--- config.mk ---
export PLATFORM = sky130hd
export DESIGN_NAME = csr_ctrl
export DESIGN_NICKNAME = d
export VERILOG_FILES = /design/src/csr_pkg.sv /design/src/csr_ctrl.sv
export SDC_FILE = /design/constraint.sdc
export NUM_CORES = 1
export LEC_CHECK = 0
export ABC_AREA = 0
export BUFFER_PORTS_ARGS = -buffer_cell sky130_fd_sc_hd__clkbuf_2
export CAP_MARGIN = 20
export CORE_AREA = 5 5 42 44
export DETAILED_ROUTE_END_ITERATION = 10
export DIE_AREA = 0 0 47 49
export GPL_ROUTABILITY_DRIVEN = 0
export PLACE_DENSITY = 0.81
export SKIP_LAST_GASP = 1
export SLEW_MARGIN = 20
export SYNTH_ARGS = -nofsm -noshare
export SYNTH_HDL_FRONTEND = slang
export SYNTH_SLANG_ARGS = --single-unit
--- constraint.sdc ---
create_clock -name clk -period 2.8 [get_ports clk]
set_clock_uncertainty 0.05 [all_clocks]
set_input_delay 0.14 -clock clk [delete_from_list [all_inputs] [get_ports clk]]
set_output_delay 0.14 -clock clk [all_outputs]
set_load 0.05 [all_outputs]
--- src/csr_pkg.sv ---
`timescale 1ns / 1ps

package csr_pkg;

	typedef enum logic [1:0] {
		OP_ADD    = 2'd0,
		OP_ERASE  = 2'd1,
		OP_WEIGHT = 2'd2,
		OP_DEGREE = 2'd3
	} op_t;

	typedef enum logic [2:0] {
		ST_INSERTED    = 3'd0,
		ST_INCREMENTED = 3'd1,
		ST_ERASED      = 3'd2,
		ST_NOT_FOUND   = 3'd3,
		ST_FULL        = 3'd4,
		ST_DONE        = 3'd5
	} status_t;

	typedef enum logic [3:0] {
		S_IDLE,
		S_RS_RD,
		S_BOUNDS,
		S_SCAN_RD,
		S_SCAN_CHK,
		S_DECIDE,
		S_INS_RD,
		S_INS_WR,
		S_INS_PUT,
		S_ERA_RD,
		S_ERA_WR,
		S_PTR_RD,
		S_PTR_WR,
		S_DEG,
		S_OUT
	} state_t;

	// Commands from the controller to the datapath.
	typedef struct packed {
		logic capture;
		logic rs_read;
		logic load_bounds;
		logic scan_init;
		logic scan_read;
		logic scan_check;
		logic write_incr;
		logic ins_init;
		logic ins_read;
		logic ins_write;
		logic ins_put;
		logic era_init;
		logic era_read;
		logic era_write;
		logic ptr_init;
		logic ptr_read;
		logic ptr_step;
		logic deg_load;
		logic set_status;
		status_t status;
	} cmd_t;

	// Status from the datapath to the controller.
	typedef struct packed {
		op_t  op;
		logic zero_weight;
		logic out_of_range;
		logic scan_done;
		logic found;
		logic full;
		logic move_done;
		logic ptr_done;
	} sts_t;

endpackage

--- src/csr_ctrl.sv ---
`timescale 1ns / 1ps

module csr_ctrl (
	input  logic          clk,
	input  logic          arst_n,
	input  logic          in_valid,
	output logic          in_stall,
	output logic          out_valid,
	input  logic          out_stall,
	input  csr_pkg::sts_t sts,
	output csr_pkg::cmd_t cmd
);

	csr_pkg::state_t state_q, state_d;

	// State register.
	always_ff @(posedge clk or negedge arst_n) begin
		if (!arst_n) begin
			state_q <= csr_pkg::S_IDLE;
		end else begin
			state_q <= state_d;
		end
	end

	// Next state.
	always_comb begin
		state_d = state_q;
		case (state_q)
			csr_pkg::S_IDLE: begin
				if (in_valid) state_d = csr_pkg::S_RS_RD;
			end
			csr_pkg::S_RS_RD: state_d = csr_pkg::S_BOUNDS;
			csr_pkg::S_BOUNDS: state_d = csr_pkg::S_SCAN_RD;
			csr_pkg::S_SCAN_RD: begin
				if (sts.scan_done || sts.found) state_d = csr_pkg::S_DECIDE;
				else state_d = csr_pkg::S_SCAN_CHK;
			end
			csr_pkg::S_SCAN_CHK: state_d = csr_pkg::S_SCAN_RD;
			csr_pkg::S_DECIDE: begin
				state_d = csr_pkg::S_DEG;
				if (sts.op == csr_pkg::OP_ADD && !sts.zero_weight && !sts.out_of_range
						&& !sts.found && !sts.full)
					state_d = csr_pkg::S_INS_RD;
				else if (sts.op == csr_pkg::OP_ERASE && sts.found)
					state_d = csr_pkg::S_ERA_RD;
			end
			csr_pkg::S_INS_RD: begin
				if (sts.move_done) state_d = csr_pkg::S_INS_PUT;
				else state_d = csr_pkg::S_INS_WR;
			end
			csr_pkg::S_INS_WR: state_d = csr_pkg::S_INS_RD;
			csr_pkg::S_INS_PUT: state_d = csr_pkg::S_PTR_RD;
			csr_pkg::S_ERA_RD: begin
				if (sts.move_done) state_d = csr_pkg::S_PTR_RD;
				else state_d = csr_pkg::S_ERA_WR;
			end
			csr_pkg::S_ERA_WR: state_d = csr_pkg::S_ERA_RD;
			csr_pkg::S_PTR_RD: begin
				if (sts.ptr_done) state_d = csr_pkg::S_DEG;
				else state_d = csr_pkg::S_PTR_WR;
			end
			csr_pkg::S_PTR_WR: state_d = csr_pkg::S_PTR_RD;
			csr_pkg::S_DEG: state_d = csr_pkg::S_OUT;
			csr_pkg::S_OUT: begin
				if (!out_stall) state_d = csr_pkg::S_IDLE;
			end
			default: state_d = csr_pkg::S_IDLE;
		endcase
	end

	// Outputs.
	always_comb begin
		cmd = '0;
		cmd.status = csr_pkg::ST_DONE;
		in_stall = 1'b1;
		out_valid = 1'b0;
		case (state_q)
			csr_pkg::S_IDLE: begin
				in_stall = 1'b0;
				cmd.capture = in_valid;
			end
			csr_pkg::S_RS_RD: cmd.rs_read = 1'b1;
			csr_pkg::S_BOUNDS: begin
				cmd.load_bounds = 1'b1;
				cmd.scan_init = 1'b1;
			end
			csr_pkg::S_SCAN_RD: begin
				if (!(sts.scan_done || sts.found)) cmd.scan_read = 1'b1;
			end
			csr_pkg::S_SCAN_CHK: cmd.scan_check = 1'b1;
			csr_pkg::S_DECIDE: begin
				cmd.set_status = 1'b1;
				case (sts.op)
					csr_pkg::OP_ADD: begin
						if (sts.zero_weight) cmd.status = csr_pkg::ST_DONE;
						else if (sts.out_of_range) cmd.status = csr_pkg::ST_NOT_FOUND;
						else if (sts.found) begin
							cmd.status = csr_pkg::ST_INCREMENTED;
							cmd.write_incr = 1'b1;
						end else if (sts.full) cmd.status = csr_pkg::ST_FULL;
						else begin
							cmd.status = csr_pkg::ST_INSERTED;
							cmd.ins_init = 1'b1;
						end
					end
					csr_pkg::OP_ERASE: begin
						if (sts.found) begin
							cmd.status = csr_pkg::ST_ERASED;
							cmd.era_init = 1'b1;
						end else cmd.status = csr_pkg::ST_NOT_FOUND;
					end
					default: cmd.status = csr_pkg::ST_DONE;
				endcase
			end
			csr_pkg::S_INS_RD: begin
				if (!sts.move_done) cmd.ins_read = 1'b1;
			end
			csr_pkg::S_INS_WR: cmd.ins_write = 1'b1;
			csr_pkg::S_INS_PUT: begin
				cmd.ins_put = 1'b1;
				cmd.ptr_init = 1'b1;
			end
			csr_pkg::S_ERA_RD: begin
				if (!sts.move_done) cmd.era_read = 1'b1;
				else cmd.ptr_init = 1'b1;
			end
			csr_pkg::S_ERA_WR: cmd.era_write = 1'b1;
			csr_pkg::S_PTR_RD: begin
				if (!sts.ptr_done) cmd.ptr_read = 1'b1;
			end
			csr_pkg::S_PTR_WR: cmd.ptr_step = 1'b1;
			csr_pkg::S_DEG: cmd.deg_load = 1'b1;
			csr_pkg::S_OUT: out_valid = 1'b1;
			default: ;
		endcase
	end

	// An item is taken only from idle.
	a_accept_idle: assert property (@(posedge clk) disable iff (!arst_n)
		!in_stall |-> state_q == csr_pkg::S_IDLE)
		else $error("input accepted while busy");
	// A result stays until taken.
	a_out_hold: assert property (@(posedge clk) disable iff (!arst_n)
		out_valid && out_stall |=> out_valid)
		else $error("result dropped while stalled");
	// Input and output are never both open.
	a_excl: assert property (@(posedge clk) disable iff (!arst_n)
		!(out_valid && !in_stall))
		else $error("input open while result pending");

endmodule

Word-level counts from Yosys, hierarchy flattened

Cells that the tools add are included.

Order comparisons: 0
$add $sub $neg: 0
Div/mod/pow operators: 0
Shifts and indexed selects: 0
Bitwise logic cells: 0
Multiplexer cells: 45
Equality and inequality tests: 17
Multiply operators: 0
Reduce and logical (&&, ||, !) cells: 15

Operators with widths:

| kind                                           | count |
|---|---|
| case mux 4 bit (13 select lines)               | 1 |
| == test 4 bit (second input constant)          | 7 |
| 2-to-1 mux 1 bit                               | 27 |
| 2-to-1 mux 4 bit                               | 5 |
| == test 4 x 3 -> 1 bit (second input constant) | 4 |
| 2-to-1 mux 3 bit                               | 5 |
| 2-to-1 mux 2 bit                               | 5 |
| == test 4 x 2 -> 1 bit (second input constant) | 2 |
| case mux 3 bit (2 select lines)                | 1 |
| logical AND 1 bit                              | 5 |
| == test 4 x 1 -> 1 bit (second input constant) | 1 |
| zero test 1 bit                                | 4 |
| zero test 4 bit                                | 1 |
| inequality test 2 bit (second input constant)  | 2 |
| OR reduction 2 bit                             | 2 |
| == test 2 x 1 -> 1 bit (second input constant) | 1 |
| zero test 2 bit                                | 1 |
| case mux 1 bit (2 select lines)                | 1 |
| AND reduction 2 bit                            | 1 |
| logical OR 1 bit                               | 1 |

Bits in writable memories: 0
Output and inout port bits: 24
Bits in latches: 0
Register bits: 4
Memories: 0
Memory bits (read-only): 0

Logic depth before layout (Yosys ltp)

Gate-level depths: netlist (run 1).

Depth in word-level cells: 7
Depth in mapped cells: 6
Gate-level depth less buffers: 4

Worst setup path after synthesis (run 1)

OpenSTA, ideal clock, no wires.

Kind: reg-to-output
Start point: register state_q[1]
End point: output port cmd[10] in the netlist's numbering
Path buffers: 2
Required time: 2.610 ns
Slack: 0.211 ns
Stages on the path, launching flop included: 5
Arrival: 2.399 ns
Cells stage by stage: dfrtp_1 -> clkbuf_1 -> nand2b_1 -> clkbuf_1 -> nor4_1

RTL lines:

| item                     | line           | text |
|---|---|---|
| start: declaration       | csr_ctrl.sv:14 | `csr_pkg::state_t state_q, state_d;` |
| start signal: assignment | csr_ctrl.sv:19 | `state_q <= csr_pkg::S_IDLE;` |
| start signal: assignment | csr_ctrl.sv:21 | `state_q <= state_d;` |
| end: declaration         | csr_ctrl.sv:11 | `output csr_pkg::cmd_t cmd` |

==> metrics.txt, run 1 <==
critical path class=flip-flop to primary output; Routed WL per cell=12.0 um; Syn. warnings=0; area growth from synthesis to layout=37.7%; initial antenna violation count=0; placed cell count=126; first-pass GRT wire length=2.53 mm; CP max stage cell=dfrtp_1; RSZ-0062 raised after global routing=false; worst-path fanout max=18; Largest register FFs=4; die height=49 um; standard-cell row count=14; Max-slew headroom=0.681; number of setup buffers added after CTS=0; syn_nets=95; drt pass-1 iters=4; reg2reg end=state_q[0]; Min-Delay Endpoint=state_q[0]; via count=713; pre-CTS WS=814 ps; chip width=47 um; Final Max Slew Viols=0; Starting Density=0.377; largest net degree at the start of global routing=19; vias in the first global route=637; Crit. End Element=primary output; CTS buffer count=3; FMAX=447 MHz; Final Hold Fails=0; worst r2r path cells=3; Syn Area/Cell=6.44 um^2; worst vdd ir=345 uV; outcome=complete, no violations; DRT antenna net count=0; FF+latch count, synth=4; Biggest register=state_q; most frequent cells in the layout=clkbuf_2 (36), nor3_1 (11), nor2_1 (10); hold crit path type=input pin to flip-flop; fin nets=129; layout cell share with drive strength beyond 1=0.395; clock slew at reported path FFs=40 ps; Max-Cap Viols=0; post-route setup slack=564 ps; vias per inst=5.48; post-DP HPWL=1.25 mm; post-synthesis cell type count=28; CP peak stage delay=630 ps; total power=775 uW; GR Util All Layers=0.140; fin cells=130; GR Overflow Total=0; Port Buffer Count=36; setup TNS after final layout=0 ps; sequential area share after synthesis=0.190; CP arrival=2050 ps; final critical-path required period=2240 ps; Final Cell Area=727 um^2; Leakage Power=0.363 nW; reg2reg setup slack=1130 ps; HP Start=in_valid; core area=0.00140 mm^2; Starting DRT DRC Count=9; CTS root buf=clkbuf_4; Slew @ Worst Pin=479 ps; Die ar.=0.00230 mm^2; crit path launch type=flip-flop; period utilization=0.798; DRC viols=0; TritonCTS clock tree=yes; biggest registers after layout=state_q: 4 flops; IO Pins=37; clock tree sinks=4; Final setup viols=0; Netlist Area Pre-Place=528 um^2; worst path cell trace=nand2_1 > nor3_1 > and4b_2 > clkbuf_2; Clock Latency Late Sink=230 ps; ant diodes=0; hold path depth=3; dpl cell area=694 um^2; Syn Inst Count=82; R2R Path Start=state_q[2]; CTS max path bufs=2; Cell Pwr Density=1070 mW/mm^2; routed wire length=1.55 mm; CP required=2610 ps; commonest non-fill, non-tap cell in the layout=clkbuf_2; H-tree Lvls=1
[power breakdown]
part	internal (mW)	switching [mW]
clock network	0.0478	0.0212
logic	0.152	0.373
registers	0.0861	0.0940
total	0.286	0.489
[metrics by stage]
stage / hold slack, ps / util
floorplan: -206 / -
global placement: -101 / 0.496
detailed placement: -100 / 0.496
CTS: 186 / 0.519
global route: 205 / 0.519
finish: 190 / 0.519
[layer usage]
| layer | vias to the layer above | GRT usage | part of all wire | wire [um] |
|---|---|---|---|---|
| li1 | 359 | - | - | - |
| met1 | 333 | 0.177 | 0.45 | 699 |
| met2 | 21 | 0.231 | 0.48 | 752 |
| met3 | 0 | 0.0295 | 0.066 | 102 |
| met4 | 0 | 0.0415 | 0 | 0 |
| met5 | - | 0 | 0 | 0 |
[final cells by class]
class	count	area (um^2)
tap	16	20.0
multi-input combinational	65	375
clock buffer	3	22.5
timing repair buffer	37	190
inverter	5	18.8
sequential	4	100
fill	149	674
[timing repair]
| action | CTS | global route |
|---|---|---|
| resized for setup | 0 | 0 |
| endpoints found under the hold margin | 4 | 0 |
| hold buffers | 1 | 0 |
[cells by family (layout without fill, tap and decap cells)]
kind of cell | Yosys count | after routing | synth area share
and+or+nand+nor | 44 | 44 | 0.441
AOI/OAI and AO/OA | 21 | 21 | 0.270
buffers and inverters | 13 | 45 | 0.0995
DFF | 4 | 4 | 0.190
[worst max path at each step]
stage | start | end | depth (start not counted)
floorplan | state_q[1] | cmd[10] | 4
global placement | state_q[2] | cmd[15] | 4
detailed placement | state_q[2] | cmd[15] | 4
CTS | state_q[2] | cmd[15] | 4
global route | state_q[2] | cmd[15] | 4
finish | state_q[2] | cmd[15] | 4
[worst max-delay path: cells and delay by family, from the launching register on]
| family | cells | cell delay, ps |
|---|---|---|
| and+or+nand+nor | 3 | 910 |
| buffers and inverters | 1 | 270 |
| DFF | 1 | 630 |
[synthesized netlist by cell type]
library cell  number  share of area
nor3_1            11           0.10
nor2_1            10          0.071
nand2_1            9          0.064
clkbuf_1           7          0.050
o21ai_0            6          0.057
inv_1              5          0.036
dfrtp_1            4           0.19
a21oi_1            3          0.028
nand2b_1           3          0.036
a31oi_1            2          0.024
nor2b_1            2          0.024
o21a_1             2          0.028
o221ai_1           2          0.033
or4_1              2          0.028
a211oi_1           1          0.014
a221o_1            1          0.019
and4_4             1          0.021
and4b_2            1          0.021
buf_4              1          0.014
nand3_1            1         0.0095
nor4_1             1          0.012
o2111ai_1          1          0.017
o21ai_2            1          0.017
o31a_1             1          0.017
o41ai_1            1          0.017
or2_2              1          0.012
or3_4              1          0.021
or4_2              1          0.017
No activity file was read; power rests on OpenSTA's default activity.
==> inputs of run 2 (changes only) <==
- CORE_AREA: 5 5 42 44 -> not set
- CORE_MARGIN: not set -> 5
- CORE_UTILIZATION: not set -> 39
- DIE_AREA: 0 0 47 49 -> not set
- PLACE_DENSITY: 0.81 -> 0.8
- clock period: 2.8 -> 2.2 ns (I/O delays scaled with it)
==> run 2 against run 1 <==
  * Critical path depth is 1 higher
  * Routed wire length is 6.3% higher
  * Via count up 3.6%
  * Global-route usage is 2.5 points higher
  * Design area rose by 5.5%
  * Cell count is 1.5% higher
  * First-iteration DRC count grew to 2.7 times the previous value
  * Utilization grew 7.8 points
  * Combinational power grew 39%
  * Sequential power rose by 24%
  * Clock power rose by 32%
  * Critical path type unchanged
==> metrics.txt, run 2 (synthesis gave the netlist of run 1 again) <==
outcome=complete, no violations; CP required=2040 ps (-570 ps); crit path launch type=flip-flop; Starting Density=0.411 (+0.0341); critical path class=flip-flop to primary output; core area=0.00128 mm^2 (-8.3%); GR Util All Layers=0.165 (+0.0247); clock tree sinks=4 (unchanged); TritonCTS clock tree=yes; CTS root buf=clkbuf_4; standard-cell row count=13 (-1); fin cells=132 (+1.5%); Clock Power Share=0.087 (-0.002); Max-slew headroom=0.712 (+0.0318); via count=739 (+3.6%); DRC viols=0 (unchanged); vias per inst=5.60 (+2.1%); Biggest register=state_q; worst path cell trace=inv_1 > nand2_1 > nor3_1 > and4b_2 > clkbuf_2; combinational power share=0.700 (+0.021); Min Hold Slack=165 ps (-25.7 ps); chip width=46.8 um (-0.44%); Crit path max-delay family=simple AND/OR/NAND/NOR gates; CP max stage cell=dfrtp_1; Port Buffer Count=36 (unchanged); most frequent cells in the layout=clkbuf_2 (36), nand2_1 (9), nor2_1 (9), nor3_1 (9), o21ai_0 (6); Post-CTS Hold Buffers=1 (unchanged); area growth from synthesis to layout=45.3%; CP bufs+invs=2 (+1); Final setup viols=0 (unchanged); period utilization=0.925; H-tree Lvls=1 (unchanged); ant diodes=0 (unchanged); sw frac=0.623 (-0.00715); Clock Latency Late Sink=230 ps (about the same); P_sw=652 uW (+34%); CP peak stage delay=520 ps (-110 ps); layout cell share with drive strength beyond 1=0.444 (+0.0497); Starting DRT DRC Count=24 (+15); IO Pins=37 (unchanged); Final Max Slew Viols=0 (unchanged); worst-path fanout max=15 (-3); final critical-path required period=2040 ps; Reg power frac=0.214 (-0.018); Slew @ Worst Pin=431 ps (-47.7 ps); initial antenna violation count=0 (unchanged); DRT antenna net count=0 (unchanged); worst vdd ir=469 uV (+36%); vias in the first global route=623 (-2.2%); number of setup buffers added after CTS=0 (unchanged); Routed WL per cell=12.5 um (+4.7%); Leakage Power=0.378 nW (+4.1%); placed cell count=128 (+1.6%); Max-Cap Viols=0 (unchanged); fin nets=132 (+2.3%); Cell Pwr Density=1360 mW/mm^2 (+28%); drt pass-1 iters=4 (unchanged); Crit. End Element=primary output; largest net degree at the start of global routing=16 (-3); CTS buffer count=3 (unchanged); Largest register FFs=4 (unchanged); CTS max path bufs=2 (unchanged); Die ar.=0.00219 mm^2 (-4.9%); commonest non-fill, non-tap cell in the layout=clkbuf_2; biggest registers after layout=state_q: 4 flops; GR Overflow Total=0 (unchanged); clock slew at reported path FFs=40 ps (about the same); routed wire length=1.65 mm (+6.3%); PostCTS Resize Cnt=0 (unchanged); RSZ-0062 raised after global routing=false; CP arrival=1880 ps (-170 ps); post-DP HPWL=1.29 mm (+3.1%); hold crit path type=input pin to async pin; setup TNS after final layout=0 ps (unchanged); die height=46.8 um (-4.5%); first-pass GRT wire length=2.68 mm (+5.7%); Final Hold Fails=0 (unchanged); FMAX=491 MHz; Int Power=394 uW (+38%)
run 2: cell count changes in the layout (fill, tap and decap cells not counted), sizes merged:
cell and change:
buf +3
run 2: power groups by stage:
stage / Clock (mW) / Sequential, mW / Combinational (mW)
floorplan: 0 / 0.130 / 0.649
global placement: 0 / 0.217 / 0.724
detailed placement: 0 / 0.220 / 0.729
CTS: 0.0960 / 0.219 / 0.731
global route: 0.100 / 0.232 / 0.790
finish: 0.0909 / 0.224 / 0.732
run 2: path summary, 6_finish.rpt:
path / cells past startpoint / from / to / slack [ps]
max: 5 / state_q[3] / cmd[15] / 160
min: 2 / arst_n / state_q[2] / 160
max reg2reg: 3 / state_q[0] / state_q[0] / 490
min reg2reg: 1 / state_q[1] / state_q[3] / 690
max in group asynchronous: 2 / arst_n / state_q[1] / 1810
min in group clk: 3 / in_valid / state_q[0] / 190
run 2: per-stage QoR:
stage	area [um^2]	utilization	worst slack (ps)	power, mW
finish	767	0.597	165	1.05
global route	767	0.597	39.8	1.12
CTS	767	0.597	166	1.05
detailed placement	734	0.572	419	0.949
global placement	734	0.572	476	0.941
floorplan	547	-	66.4	0.779
run 2: final cells by class:
cell class                      instances  area (um^2)
Clock buffer                            3         22.5
Fill cell                             127          518
Inverter                                5         18.8
Multi-Input combinational cell         65          394
Sequential cell                         4          100
Tap cell                               15         18.8
Timing Repair Buffer                   40          213
run 2: worst reg2reg max path, cell delays in order, from the launching register on:
cell and delay (ps):
dfrtp_1 520, or4_1 670, o2111ai_1 230, o21ai_0 110
run 2: per-layer routing:
| metal | vias up | routed length [um] | GRT usage |
|---|---|---|---|
| met5 | - | 0 | 0 |
| met4 | 0 | 0 | 0.0497 |
| met3 | 0 | 163 | 0.0307 |
| met2 | 43 | 782 | 0.266 |
| met1 | 327 | 706 | 0.224 |
| li1 | 369 | - | - |
==> inputs of run 3 (changes only) <==
- CTS_CLUSTER_SIZE: not set -> 30
- GPL_TIMING_DRIVEN: not set -> 0
==> run 3 against run 2 <==
  * Via count up 3.7%
  * Register-to-register slack worse by 20 ps
  * Power up 2.4%
  * Hold slack worse by 2.4 ps
  * Cell count up 3.0%
  * Setup slack worse by 79 ps
  * Design area up 2.9%
  * Combinational power up 15%
  * Critical path type unchanged
  * Critical endpoint is now cmd[17]
  * Largest cell class unchanged
==> metrics.txt, run 3 (synthesis gave the netlist of run 1 again) <==
outcome=complete, no violations; reg2reg setup slack=470 ps (-20 ps); DRT antenna net count=0 (unchanged); worst path cell trace=clkbuf_1 > or4_2 > nor2_1 > clkbuf_2; initial antenna violation count=0 (unchanged); CTS buffer count=3 (unchanged); Reg area=100 um^2 (unchanged); most frequent cells in the layout=clkbuf_2 (35), nand2_1 (9), nor2_1 (9); hold crit path type=input pin to async pin; placed cell count=133 (+3.9%); Final Util=0.614 (+0.0175); CP max stage cell=or4_2; Cell Pwr Density=1360 mW/mm^2 (-0.49%); Final setup viols=0 (unchanged); CP peak stage delay=690 ps (+170 ps); Clock Latency Late Sink=230 ps (about the same); GR Overflow Total=0 (unchanged); CP required=2040 ps (about the same); CP arrival=1950 ps (+70 ps); Slew @ Worst Pin=444 ps (+12.7 ps); worst-path fanout max=10 (-5); critical path class=flip-flop to primary output; Max-Cap Viols=0 (unchanged); period utilization=0.961 (+0.0358); fin cells=136 (+3.0%); DRC viols=0 (unchanged); Routed WL per cell=13.1 um (+4.4%); layout cell share with drive strength beyond 1=0.430 (-0.0147); dpl cell area=746 um^2 (+1.5%); Layout fillers=122 (-3.9%); vias per inst=5.63 (+0.60%); worst r2r path cells=5 (+2); area growth from synthesis to layout=49.5%; final critical-path required period=2110 ps (+78.8 ps); first-pass GRT wire length=2.88 mm (+7.5%); fin nets=136 (+3.0%); IO Pins=37 (unchanged); Leakage Power=0.383 nW (+1.4%); Final Hold Fails=0 (unchanged); GR Util All Layers=0.182 (+0.0166); die height=46.8 um (unchanged); setup TNS after final layout=0 ps (unchanged); crit path launch type=flip-flop; Final Cell Area=790 um^2 (+2.9%); clock tree sinks=4 (unchanged); chip width=46.8 um (unchanged); Min Hold Slack=162 ps (-2.44 ps); clock slew at reported path FFs=40 ps (about the same); routed wire length=1.78 mm (+7.6%); post-DP HPWL=1.34 mm (+3.4%); total power=1.07 mW (+2.4%); TritonCTS clock tree=yes; Die ar.=0.00219 mm^2 (unchanged); Crit. End Element=primary output; H-tree Lvls=1 (unchanged); biggest registers after layout=state_q: 4 flops; area taken by multi-input logic gates=407 um^2 (+3.2%); Biggest register=state_q; number of setup buffers added after CTS=0 (unchanged); Final Max Slew Viols=0 (unchanged); pre-CTS WS=97.4 ps (-321 ps); vias in the first global route=709 (+14%); commonest non-fill, non-tap cell in the layout=clkbuf_2; Starting DRT DRC Count=23 (-4.2%); CTS root buf=clkbuf_4; reg2reg end=state_q[0]; post-route setup slack=86.0 ps (-78.8 ps); via count=766 (+3.7%); largest net degree at the start of global routing=11 (-5); Largest register FFs=4 (unchanged); Port Buffer Count=36 (unchanged); FMAX=473 MHz (-3.7%); Max-slew headroom=0.704 (-0.00849); R2R Path Start=state_q[1]; ant diodes=0 (unchanged); standard-cell row count=13 (unchanged); RSZ-0062 raised after global routing=false; CTS max path bufs=2 (unchanged); drt pass-1 iters=4 (unchanged); core area=0.00128 mm^2 (unchanged); worst vdd ir=431 uV (-8.0%); Starting Density=0.411 (unchanged)
## run 3: changes by cell type in the layout (fill, tap and decap cells not counted)
cell	change
clkbuf_1	+6
buf_4	-2
clkbuf_2	-1
clkbuf_4	+1
nand2b_1	-1
nand2b_4	+1
nor3_1	-1
nor3_2	+1
## run 3: worst max path at each step
stage	startpoint	to	slack (ps)	cells after the start
after global routing	state_q[3]	cmd[17]	40	4
final	state_q[3]	cmd[17]	90	4
after detailed placement	state_q[1]	cmd[15]	100	6
after floorplan	state_q[1]	cmd[9]	70	4
after CTS	state_q[1]	cmd[15]	7	5
after global placement	state_q[1]	cmd[15]	150	6
## run 3: timing repair
| action | 4_1_cts | 5_1_grt |
|---|---|---|
| endpoints found under the setup margin | 3 | 3 |
| endpoints found under the hold margin | 4 | 0 |
| gates resized for setup | 2 | 2 |
| hold buffers | 1 | 0 |
| pin swaps | 1 | 0 |
## run 3: power breakdown
| part | switching [mW] | internal (mW) | total (mW) |
|---|---|---|---|
| Clock | 0.0272 | 0.0608 | 0.0879 |
| Sequential | 0.0294 | 0.111 | 0.140 |
| Combinational | 0.617 | 0.227 | 0.844 |
| Total | 0.673 | 0.399 | 1.07 |
## run 3: cell type report
type | instances | area share
plain buffers | 7 | 0.0380
clock buffers | 3 | 0.0285
inverters | 5 | 0.0238
multi-input cells | 65 | 0.515
flip-flops and latches | 4 | 0.127
well taps | 15 | 0.0238
repair buffers | 37 | 0.244
## run 3: critical path, delay by kind of cell (launching register included)
kind / cells / cell delay, ps
buffers and inverters: 2 / 510
DFF: 1 / 410
and+or+nand+nor: 2 / 800
## run 3: routing by layer
metal  track usage  routed length [um]  part of all wire
met5             0                   0                 0
met4        0.0497                  34             0.019
met3        0.0345                 209              0.12
met2         0.331                 871              0.49
met1         0.216                 662              0.37
